<file path="config.mk">
export PLATFORM = sky130hd
export DESIGN_NAME = char_lcd_nibble_sequencer
export DESIGN_NICKNAME = d
export VERILOG_FILES = /design/src/clcd_pkg.sv /design/src/clcd_front.sv /design/src/clcd_queue.sv /design/src/clcd_back.sv /design/src/char_lcd_nibble_sequencer.sv
export VERILOG_INCLUDE_DIRS = /design/src /design/src/src
export SDC_FILE = /design/constraint.sdc
export NUM_CORES = 1
export LEC_CHECK = 0
export BUFFER_PORTS_ARGS = -buffer_cell sky130_fd_sc_hd__buf_2
export CAP_MARGIN = 20
export CORE_ASPECT_RATIO = 0.6
export CORE_UTILIZATION = 49
export CTS_CLUSTER_SIZE = 24
export DETAILED_ROUTE_END_ITERATION = 7
export PLACE_DENSITY = 0.74
export SLEW_MARGIN = 20
export SYNTH_ARGS = -nofsm -noshare
export SYNTH_HDL_FRONTEND = slang
export SYNTH_SLANG_ARGS = --single-unit
export TNS_END_PERCENT = 10
</file>
<file path="constraint.sdc">
create_clock -name aclk -period 2.3 [get_ports aclk]
set_input_delay 0.46 -clock aclk [delete_from_list [all_inputs] [get_ports aclk]]
set_output_delay 0.46 -clock aclk [all_outputs]
set_load 0.05 [all_outputs]
</file>
<file path="src/char_lcd_nibble_sequencer_assert.svh">
// Assertion macros shared by the character LCD sequencer RTL.
`ifndef CHAR_LCD_NIBBLE_SEQUENCER_ASSERT_SVH
`define CHAR_LCD_NIBBLE_SEQUENCER_ASSERT_SVH

// Same-cycle implication, checked while out of reset.
`define CLCD_ASSERT_NOW(lbl, clk, rstn, ante, cons) \
    lbl: assert property (@(posedge clk) disable iff (!(rstn)) (ante) |-> (cons)) \
        else $error("clcd assertion failed");

// Next-cycle implication, checked while out of reset.
`define CLCD_ASSERT_NEXT(lbl, clk, rstn, ante, cons) \
    lbl: assert property (@(posedge clk) disable iff (!(rstn)) (ante) |=> (cons)) \
        else $error("clcd assertion failed");

`endif

</file>
<file path="src/clcd_pkg.sv">
// Types, constants and step tables for the character LCD nibble sequencer.
package clcd_pkg;

    typedef enum logic [1:0] {
        KIND_INIT   = 2'd0,
        KIND_CMD    = 2'd1,
        KIND_DATA   = 2'd2,
        KIND_CURSOR = 2'd3
    } kind_t;

    localparam int INIT_STEPS  = 11;
    localparam int STEP_W      = $clog2(INIT_STEPS);
    localparam int QUEUE_DEPTH = 2;
    localparam int QPTR_W      = (QUEUE_DEPTH > 1) ? $clog2(QUEUE_DEPTH) : 1;
    localparam int QCNT_W      = $clog2(QUEUE_DEPTH + 1);
    localparam int WAIT_W      = 14;

    localparam logic [WAIT_W-1:0] WAIT_BYTE_US    = 14'd2000;
    localparam logic [WAIT_W-1:0] WAIT_POWERUP_US = 14'd15000;
    localparam logic [WAIT_W-1:0] WAIT_NONE_US    = 14'd0;
    localparam logic [6:0]        ROW1_BASE       = 7'h40;
    localparam logic [7:0]        CMD_SET_DDRAM   = 8'h80;

    // One classified request as it sits in the queue.
    typedef struct packed {
        logic       init;
        logic       rs;
        logic [7:0] value;
    } req_t;

    // One bus step.
    typedef struct packed {
        logic              strobe;
        logic              rs;
        logic [3:0]        nibble;
        logic [WAIT_W-1:0] wait_us;
        logic              last;
    } step_t;

    // Queue status seen by the front, the back and the top level.
    typedef struct packed {
        logic              full;
        logic              empty;
    } q_status_t;

    // Sequencer status of the back part.
    typedef struct packed {
        logic [STEP_W-1:0] step_idx;
        logic              pop;
    } back_status_t;

    function automatic step_t mk_step(input logic strobe, input logic rs,
                                      input logic [3:0] nibble,
                                      input logic [WAIT_W-1:0] wait_us,
                                      input logic last);
        step_t s;
        s.strobe  = strobe;
        s.rs      = rs;
        s.nibble  = nibble;
        s.wait_us = wait_us;
        s.last    = last;
        return s;
    endfunction

    // Power-up sequence: wait, 0x3 x3, 0x2, then 0x28, 0x0F, 0x01 as nibble pairs.
    function automatic step_t init_step(input logic [STEP_W-1:0] idx);
        step_t s;
        case (idx)
            4'd0:    s = mk_step(1'b0, 1'b0, 4'h0, WAIT_POWERUP_US, 1'b0);
            4'd1:    s = mk_step(1'b1, 1'b0, 4'h3, 14'd5000, 1'b0);
            4'd2:    s = mk_step(1'b1, 1'b0, 4'h3, 14'd120, 1'b0);
            4'd3:    s = mk_step(1'b1, 1'b0, 4'h3, WAIT_BYTE_US, 1'b0);
            4'd4:    s = mk_step(1'b1, 1'b0, 4'h2, WAIT_BYTE_US, 1'b0);
            4'd5:    s = mk_step(1'b1, 1'b0, 4'h2, WAIT_NONE_US, 1'b0);
            4'd6:    s = mk_step(1'b1, 1'b0, 4'h8, WAIT_BYTE_US, 1'b0);
            4'd7:    s = mk_step(1'b1, 1'b0, 4'h0, WAIT_NONE_US, 1'b0);
            4'd8:    s = mk_step(1'b1, 1'b0, 4'hF, WAIT_BYTE_US, 1'b0);
            4'd9:    s = mk_step(1'b1, 1'b0, 4'h0, WAIT_NONE_US, 1'b0);
            4'd10:   s = mk_step(1'b1, 1'b0, 4'h1, WAIT_BYTE_US + WAIT_BYTE_US, 1'b1);
            default: s = mk_step(1'b1, 1'b0, 4'h1, WAIT_BYTE_US + WAIT_BYTE_US, 1'b1);
        endcase
        return s;
    endfunction

endpackage

</file>
<file path="src/clcd_front.sv">
// Front part: accepts requests and classifies them into queue entries.
module clcd_front
    import clcd_pkg::*;
(
    input  logic       s_tvalid,
    output logic       s_tready,
    input  logic [15:0] s_tdata,   // byte_value[7:0], row[8], column[14:9], zero pad
    input  logic [1:0] s_tuser,    // kind[1:0]
    input  q_status_t  q_status,
    output logic       push,
    output req_t       req
);

    kind_t      kind;
    logic [7:0] byte_value;
    logic       row;
    logic [5:0] column;
    logic [6:0] ddram_addr;

    assign kind       = kind_t'(s_tuser);
    assign byte_value = s_tdata[7:0];
    assign row        = s_tdata[8];
    assign column     = s_tdata[14:9];

    // Row base plus column stays within 7 bits, so no wrap.
    assign ddram_addr = (row ? ROW1_BASE : 7'h00) + {1'b0, column};

    assign s_tready = !q_status.full;
    assign push     = s_tvalid && !q_status.full;

    always_comb begin
        req.init  = 1'b0;
        req.rs    = 1'b0;
        req.value = byte_value;
        case (kind)
            KIND_INIT: begin
                req.init = 1'b1;
            end
            KIND_CMD: begin
                req.rs = 1'b0;
            end
            KIND_DATA: begin
                req.rs = 1'b1;
            end
            KIND_CURSOR: begin
                req.value = CMD_SET_DDRAM | {1'b0, ddram_addr};
            end
            default: begin
                req.init = 1'b0;
            end
        endcase
    end

endmodule

</file>
<file path="src/clcd_queue.sv">
// Short request queue between the front and back parts.
module clcd_queue
    import clcd_pkg::*;
(
    input  logic      aclk,
    input  logic      aresetn,
    input  logic      push,
    input  req_t      push_req,
    input  logic      pop,
    output req_t      head,
    output q_status_t status
);

    req_t              mem_reg [QUEUE_DEPTH];
    logic [QPTR_W-1:0] wr_ptr_reg, wr_ptr_next;
    logic [QPTR_W-1:0] rd_ptr_reg, rd_ptr_next;
    logic [QCNT_W-1:0] count_reg, count_next;
    logic              do_push, do_pop;

    function automatic logic [QPTR_W-1:0] ptr_inc(input logic [QPTR_W-1:0] p);
        return (p == QPTR_W'(QUEUE_DEPTH - 1)) ? '0 : p + 1'b1;
    endfunction

    assign status.full  = (count_reg == QCNT_W'(QUEUE_DEPTH));
    assign status.empty = (count_reg == '0);

    assign do_push = push && !status.full;
    assign do_pop  = pop && !status.empty;
    assign head    = mem_reg[rd_ptr_reg];

    always_comb begin
        wr_ptr_next = do_push ? ptr_inc(wr_ptr_reg) : wr_ptr_reg;
        rd_ptr_next = do_pop ? ptr_inc(rd_ptr_reg) : rd_ptr_reg;
        count_next  = count_reg;
        if (do_push && !do_pop) begin
            count_next = count_reg + 1'b1;
        end else if (do_pop && !do_push) begin
            count_next = count_reg - 1'b1;
        end
    end

    always_ff @(posedge aclk) begin
        if (!aresetn) begin
            wr_ptr_reg <= '0;
            rd_ptr_reg <= '0;
            count_reg  <= '0;
        end else begin
            wr_ptr_reg <= wr_ptr_next;
            rd_ptr_reg <= rd_ptr_next;
            count_reg  <= count_next;
        end
    end

    always_ff @(posedge aclk) begin
        if (do_push) begin
            mem_reg[wr_ptr_reg] <= push_req;
        end
    end

endmodule

</file>
<file path="src/clcd_back.sv">
// Back part: steps through the head request and drives the output register.
module clcd_back
    import clcd_pkg::*;
(
    input  logic         aclk,
    input  logic         aresetn,
    input  req_t         head,
    input  q_status_t    q_status,
    output back_status_t status,
    output logic         m_tvalid,
    input  logic         m_tready,
    output logic [23:0]  m_tdata,   // nibble[3:0], wait_after_us[17:4], zero pad
    output logic [1:0]   m_tuser,   // strobe_res[0], reg_select[1]
    output logic         m_tlast
);

    logic [STEP_W-1:0] idx_reg, idx_next;
    logic              valid_reg, valid_next;
    step_t             step_reg, step_next;
    step_t             cur;
    logic              advance, load;

    always_comb begin
        if (head.init) begin
            cur = init_step(idx_reg);
        end else if (idx_reg == '0) begin
            cur = mk_step(1'b1, head.rs, head.value[7:4], WAIT_NONE_US, 1'b0);
        end else begin
            cur = mk_step(1'b1, head.rs, head.value[3:0], WAIT_BYTE_US, 1'b1);
        end
    end

    assign advance = !valid_reg || m_tready;
    assign load    = advance && !q_status.empty;

    always_comb begin
        idx_next   = idx_reg;
        valid_next = valid_reg;
        step_next  = step_reg;
        if (advance) begin
            valid_next = load;
        end
        if (load) begin
            step_next = cur;
            idx_next  = cur.last ? '0 : idx_reg + 1'b1;
        end
    end

    always_ff @(posedge aclk) begin
        if (!aresetn) begin
            idx_reg   <= '0;
            valid_reg <= 1'b0;
        end else begin
            idx_reg   <= idx_next;
            valid_reg <= valid_next;
        end
    end

    always_ff @(posedge aclk) begin
        step_reg <= step_next;
    end

    assign status.step_idx = idx_reg;
    assign status.pop      = load && cur.last;

    assign m_tvalid = valid_reg;
    assign m_tdata  = {6'b0, step_reg.wait_us, step_reg.nibble};
    assign m_tuser  = {step_reg.rs, step_reg.strobe};
    assign m_tlast  = step_reg.last;

endmodule

</file>
<file path="src/char_lcd_nibble_sequencer.sv">
// Top level of the character LCD nibble sequencer.
// Turns requests (init, command byte, data byte, cursor move) into 4-bit bus
// steps for an HD44780-style display, one step per output transaction, each
// with its strobe flag, register select, nibble and the wait in microseconds
// that must follow it; tlast marks a request's final step. A request enters a
// two-entry queue in the cycle it is accepted, and the back sequencer emits one
// step per cycle from its step counter while m_tready allows: two steps for a
// byte or cursor move, eleven for init. The first step passes through the queue
// and then the output step register; the queue lets new requests be taken
// while an earlier one is still being stepped out or held by m_tready.
module char_lcd_nibble_sequencer
    import clcd_pkg::*;
(
    input  logic        aclk,
    input  logic        aresetn,
    input  logic        s_tvalid,
    output logic        s_tready,
    input  logic [15:0] s_tdata,   // byte_value[7:0], row[8], column[14:9], zero pad
    input  logic [1:0]  s_tuser,   // kind[1:0]
    output logic        m_tvalid,
    input  logic        m_tready,
    output logic [23:0] m_tdata,   // nibble[3:0], wait_after_us[17:4], zero pad
    output logic [1:0]  m_tuser,   // strobe_res[0], reg_select[1]
    output logic        m_tlast
);

`include "char_lcd_nibble_sequencer_assert.svh"

    q_status_t    q_status;
    back_status_t b_status;
    logic         push;
    req_t         push_req;
    req_t         head;

    clcd_front u_front (
        .s_tvalid (s_tvalid),
        .s_tready (s_tready),
        .s_tdata  (s_tdata),
        .s_tuser  (s_tuser),
        .q_status (q_status),
        .push     (push),
        .req      (push_req)
    );

    clcd_queue u_queue (
        .aclk     (aclk),
        .aresetn  (aresetn),
        .push     (push),
        .push_req (push_req),
        .pop      (b_status.pop),
        .head     (head),
        .status   (q_status)
    );

    clcd_back u_back (
        .aclk     (aclk),
        .aresetn  (aresetn),
        .head     (head),
        .q_status (q_status),
        .status   (b_status),
        .m_tvalid (m_tvalid),
        .m_tready (m_tready),
        .m_tdata  (m_tdata),
        .m_tuser  (m_tuser),
        .m_tlast  (m_tlast)
    );

    // A run in progress always has its request at the queue head.
    `CLCD_ASSERT_NOW(a_run_has_head, aclk, aresetn, b_status.step_idx != '0, !q_status.empty)
    // A full queue takes nothing.
    `CLCD_ASSERT_NOW(a_full_no_ready, aclk, aresetn, q_status.full, !s_tready)
    // The only wait-only step is the power-up wait that opens init.
    `CLCD_ASSERT_NOW(a_wait_only_step, aclk, aresetn, m_tvalid && !m_tuser[0],
        !m_tlast && (m_tdata[17:4] == WAIT_POWERUP_US) && !m_tuser[1])
    // The queue drains one request only as its final step is loaded.
    `CLCD_ASSERT_NEXT(a_pop_gives_last, aclk, aresetn, b_status.pop, m_tvalid && m_tlast)

endmodule
</file>
==> results.yml, run 1 <==
floorplan:
  die_x_um: 98.98
  rows: 20
  coreArea_um2: 5255
  die_y_um: 60.19
  ioPinCount: 51
  die_area_um2: 5958
  initial_core_util: 0.5262
worst_setup_path:
  cp.required_ns: 2.58
  critPathKind: "register to register"
  critPathCaptureType: "register"
  rr_worst_depth: 11
  cp_max_fo: 5
  crit_start: "u_back.idx_reg[1]$_SDFFE_PN0N_"
  arrival_ns: 2.59
  r2r_start: "u_back.idx_reg[1]$_SDFFE_PN0N_"
  critPathLaunchType: "register"
timing:
  slew_violations: 0
  timing.final.crit_share: 1.003
  slew_headroom: 0.6543
  clock_skew_ns: 0.006090
  final-setup-viol-count: 1
  finalWorstSetupSlack_ns: -0.007507
  tightest_slew_ns: 0.5186
  rsz0062_at_grt: "yes"
  hold_violations: 0
  fmax_mhz: 433.4
  period_minus_slack_ns: 2.308
  whs_ns: 0.4054
pwr:
  leakage_nw: 1.332
  power.density_nw_per_um2: 1498
  max-vdd-ir-drop_mv: 0.6361
route:
  vias: 1849
  routedWlPerCell_um: 15.16
  vias_per_cell: 5.298
  ant_nets: 0
  dr.pass1.iters: 4
  drt-total-wl_um: 5290
  drc: 0
  drtIter0Drc: 99
synth:
  yosys_warnings: 0
  syn_area_per_cell_um2: 12.74
  syn_inst: 217
  synth-async-reset-ratio: 0
  synth.distinct_cells: 50
  ys_ff_latch: 63
  syn-cell-area_um2: 2765
  synth_edf_count: 37
  synth_ff_type: "edfxtp_1"
  synth.yosys.seq_area_share: 0.5900
grt:
  grt_pass1_vias: 1696
  grt.overflow.total: 0
  antenna_found_initial: 0
  grt_max_degree: 18
  grt_pass1_wl_um: 8252
  groute.usage.overall: 0.1971
final_layout:
  drive_above_1_share: 0.4240
  syn_to_final_growth_pct: 22.40
  layout_commonest_cell: "buf_2"
  regArea_um2: 1634
  layout_common_cells: "40 x buf_2, 37 x edfxtp_1, 24 x dfxtp_1"
  fin_nets: 303
  fin_cells: 349
  diodes: 0
  fillerInstances: 412
  final_util: 0.6440
  fin_area_um2: 3385
  multiInputGateArea_um2: 1033
placed_design:
  gp_congestion: 0.8673
  dp.cells: 331
  dp_hpwl_um: 3793
  io_buffers: 40
  placed_area_um2: 3093
min_path:
  hp-start: "s_tdata[7]"
  hp-class: "input pin to register"
  hold_depth: 2
flow_run:
  max-cap-violations: 0
clocking:
  h-tree-depth: 3
  root_buffer: "clkbuf_8"
  ctsHoldBuffers: 0
  path_clk_slew_ns: 0.07
  clockBufferDepth: 2
  clk_latency_ns: 0.35
  numCtsBuffers: 9
  cts.sinks: 63
  cts_tree: "built"
outcome:
  outcome: "complete, but fails checks"
  violations: "negative setup slack"
-- critical path: stages (launching register included) --
cell and delay (ns):
dfxtp_2 0.33, inv_2 0.07, ha_2 0.17, or3b_4 0.40, mux2i_4 0.27, buf_6 0.15
nor2_4 0.03, inv_2 0.06, ha_1 0.15, xor2_1 0.08, or3_1 0.38, a21oi_2 0.14
-- cell usage after synthesis (2+ instances only) --
cell,count,area (um2)
a21oi_1,14,70.07
a31oi_1,3,18.77
and3_1,2,12.51
buf_2,2,10.01
buf_4,10,75.07
buf_6,2,22.52
clkbuf_1,4,15.01
dfxtp_1,26,520.5
edfxtp_1,37,1111
ha_1,3,37.54
inv_1,5,18.77
inv_2,2,7.510
inv_4,2,12.51
mux2_2,11,123.9
mux2i_4,2,45.04
mux4_2,4,90.09
nand2_1,8,30.03
nand2b_1,4,25.02
nand3_1,5,25.02
nor2_1,15,56.30
nor2_4,2,22.52
nor2b_1,7,43.79
nor3_1,4,20.02
nor3_2,2,20.02
o21a_1,5,37.54
o21ai_0,5,25.02
o21ai_1,2,10.01
xnor2_1,3,26.28
xor2_1,5,43.79
-- repair_timing --
action	in CTS	in global routing
buffers inserted	0	2
gates resized for setup	0	13
setup endpoints to repair	0	13
-- per-stage QoR --
stage                     setup slack (ns)  setup TNS, ns  power, mW
final                            -0.007507      -0.007507      5.070
after global routing              -0.09602        -0.1408      5.330
after CTS                          0.01669              0      5.017
after detailed placement           0.03818              0      3.922
after global placement             0.08880              0      3.875
after floorplan                   -0.02173       -0.02173      3.413
-- logic make-up (layout without fill, tap and decap cells) --
logic type / Yosys count / count (layout) / synth area share
fa+ha+maj: 3 / 3 / 0.01358
xor+xnor: 8 / 8 / 0.02534
flops: 63 / 63 / 0.5900
buf+inv: 28 / 86 / 0.05973
other cells: 1 / 9 / 0.001356
mux: 18 / 18 / 0.09729
simple gates: 57 / 57 / 0.1181
compound gates: 39 / 39 / 0.09458
-- power by group --
group | switching (mW) | internal, mW
sequential | 0.110 | 1.65
combinational | 1.52 | 0.704
clock | 0.445 | 0.644
total | 2.08 | 2.99
-- final cells by class --
| cell class | instances | share of cell area |
|---|---|---|
| Clock buffer | 10 | 0.04067 |
| Timing Repair Buffer | 60 | 0.1057 |
| Inverter | 10 | 0.01368 |
| Multi-Input combinational cell | 134 | 0.3054 |
| Clock inverter | 6 | 0.02736 |
| Sequential cell | 63 | 0.4828 |
| Tap cell | 66 | 0.02440 |
-- routing by layer --
layer | wire length [um] | GRT usage
met1 | 2527 | 0.2555
met2 | 2316 | 0.2857
met3 | 395 | 0.09825
met4 | 51 | 0.07249
met5 | 0 | 0
-- final timing paths --
| path | slack (ns) | endpoint |
|---|---|---|
| worst max-delay path | -0.008 | u_queue.count_reg[1]$_SDFFE_PN0P_ |
| worst min-delay path | 0.41 | u_queue.mem_reg[0][7]$_DFFE_PP_ |
| worst max register to register | -0.008 | u_queue.count_reg[1]$_SDFFE_PN0P_ |
| worst min register to register | 0.51 | u_back.m_tuser[0]$_SDFFCE_PN1N_ |
Note: power is estimated with default switching activity, not from simulation.
==> inputs of run 2 (changes only) <==
SETUP_SLACK_MARGIN = 0.4   (was default)
==> run 2 against run 1 <==
Critical path type unchanged. Combinational power increased by 5%. The run now ends clean. Critical endpoint unchanged. Via count increased by 1.1%. Largest cell class unchanged. First-iteration DRC count increased by 71%. Global-route usage increased by 0.090 points.
==> results.yml, run 2 (same netlist as run 1, synthesis figures left out) <==
final_layout:
  syn_to_final_growth_pct: 22.76
  fin_area_um2: 3395
  diodes: 0
  final_util: 0.6460
  layout_commonest_cell: "buf_2"
  layout_common_cells: "40 x buf_2, 37 x edfxtp_1, 23 x dfxtp_1, 23 x buf_4, 15 x nor2_1"
  fin_nets: 307
  fillerInstances: 411
  drive_above_1_share: 0.4286
timing:
  slew_headroom: 0.6700
  rsz0062_at_grt: "yes"
  final-setup-viol-count: 0
  slew_violations: 0
  tns_ns: 0
  timing.final.crit_share: 0.9744
  finalWorstSetupSlack_ns: 0.05897
  hold_violations: 0
  period_minus_slack_ns: 2.241
  clock_skew_ns: 0.01453
  fmax_mhz: 446.2
  tightest_slew_ns: 0.4915
pwr:
  power.density_nw_per_um2: 1479
  max-vdd-ir-drop_mv: 0.7929
  report.power.total_mw: 5.021
  leakage_nw: 1.344
worst_setup_path:
  r2r_start: "u_back.idx_reg[1]$_SDFFE_PN0N_"
  critPathLaunchType: "register"
  cp_common_cell: "ha_4"
  critPathKind: "register to register"
  cp_slowest_stage_delay_ns: 0.38
  arrival_ns: 2.50
  rr_worst_depth: 10
  cp_num_buf_inv: 3
  critPathCaptureType: "register"
  r2r_end: "u_queue.count_reg[1]$_SDFFE_PN0P_"
  worstPathCellList: "inv_2, ha_4, or3b_4, mux2i_4, buf_6, nor2_4, inv_4, ha_4, or3_1, a21oi_1"
  cp_slowest_cell: "or3b_4"
  cp.required_ns: 2.56
  crit_family: "simple AND/OR/NAND/NOR gates"
  rrSetupSlack_ns: 0.06
  cp_max_fo: 5
floorplan:
  die_area_um2: 5958
  die_y_um: 60.19
  ioPinCount: 51
  coreArea_um2: 5255
  die_x_um: 98.98
  rows: 20
  initial_core_util: 0.5262
min_path:
  hp-start: "s_tdata[7]"
  hold_path_end: "u_queue.mem_reg[1][7]$_DFFE_PP_"
  hold_depth: 2
  hp-class: "input pin to register"
clocking:
  ctsHoldBuffers: 0
  cts_tree: "built"
  root_buffer: "clkbuf_8"
  clockBufferDepth: 2
  path_clk_slew_ns: 0.08
  cts.sinks: 63
  numCtsBuffers: 9
  h-tree-depth: 3
  clk_latency_ns: 0.34
flow_run:
  max-cap-violations: 0
grt:
  grt_max_degree: 18
  grt_pass1_wl_um: 8549
  groute.usage.overall: 0.1980
  grt.overflow.total: 0
  grt_pass1_vias: 1770
  antenna_found_initial: 0
placed_design:
  post-place-ws_ns: 0.04451
  placed_area_um2: 3098
  dp_hpwl_um: 3610
  io_buffers: 40
  gp_congestion: 0.8896
route:
  drc: 0
  drt-total-wl_um: 5305
  drtIter0Drc: 169
  vias_per_cell: 5.295
  vias: 1869
  ant_nets: 0
  dr.pass1.iters: 5
  routedWlPerCell_um: 15.03
outcome:
  outcome: "complete, no violations"
run 2: cell types whose count changed in the layout (fill, tap and decap cells not counted), moves of 2 or more:
cell / previous run / this run
a21oi_1: 11 / 14
a21oi_2: 3 / 0
buf_4: 18 / 23
ha_4: 0 / 2
o21ai_0: 5 / 3
o21ai_1: 2 / 4
run 2: report_power, final:
| group | internal (mW) | switching, mW |
|---|---|---|
| clock | 0.501 | 0.437 |
| sequential | 1.65 | 0.111 |
| combinational | 0.767 | 1.56 |
run 2: worst max-delay path by stage:
stage | endpoint | slack (ns) | cells after the start | startpoint
3_3_place_gp | register | 0.06 | 10 | u_back.idx_reg[1]$_SDFFE_PN0N_
4_1_cts | u_queue.count_reg[1]$_SDFFE_PN0P_ | 0.17 | 10 | u_back.idx_reg[1]$_SDFFE_PN0N_
2_1_floorplan | u_queue.count_reg[1]$_SDFFE_PN0P_ | 0.05 | 11 | u_back.idx_reg[0]$_SDFFE_PN0N_
5_1_grt | u_queue.count_reg[1]$_SDFFE_PN0P_ | 0.02 | 10 | u_back.idx_reg[1]$_SDFFE_PN0N_
6_report | u_queue.count_reg[1]$_SDFFE_PN0P_ | 0.06 | 10 | u_back.idx_reg[1]$_SDFFE_PN0N_
3_5_place_dp | u_queue.count_reg[1]$_SDFFE_PN0P_ | 0.04 | 9 | u_back.idx_reg[1]$_SDFFE_PN0N_
run 2: worst reg2reg max path, cell delays in order, from the launching register on:
cell and delay (ns):
dfxtp_2 0.33, inv_2 0.08, ha_4 0.13, or3b_4 0.38
mux2i_4 0.28, buf_6 0.16, nor2_4 0.04, inv_4 0.08
ha_4 0.21, or3_1 0.37, a21oi_1 0.12
run 2: what timing repair did:
item	in CTS	in global routing
endpoints found under the setup margin	25	25
setup buffers	7	3
pin swaps	9	3
resized for setup	6	3
run 2: area by class of cell:
class | count | area [um2] | area share
sequential | 63 | 1635 | 0.4818
multi-input combinational | 134 | 1046 | 0.3081
timing repair buffer | 64 | 384.1 | 0.1132
clock buffer | 9 | 123.9 | 0.03649
tap | 66 | 82.58 | 0.02433
clock inverter | 7 | 72.57 | 0.02138
inverter | 10 | 50.05 | 0.01474
run 2: metal layers:
metal,GRT usage,part of all wire,up-vias
li1,-,-,889
met1,0.2626,0.48,869
met2,0.2967,0.43,96
met3,0.05965,0.067,15
met4,0.1066,0.023,0
met5,0,0,-
run 2: metrics by stage:
step	hold WS (ns)	std cells
finish	0.4383	353
global route	0.4336	353
CTS	0.4236	350
detailed placement	0.4750	327
global placement	0.4775	327
floorplan	0.4669	225
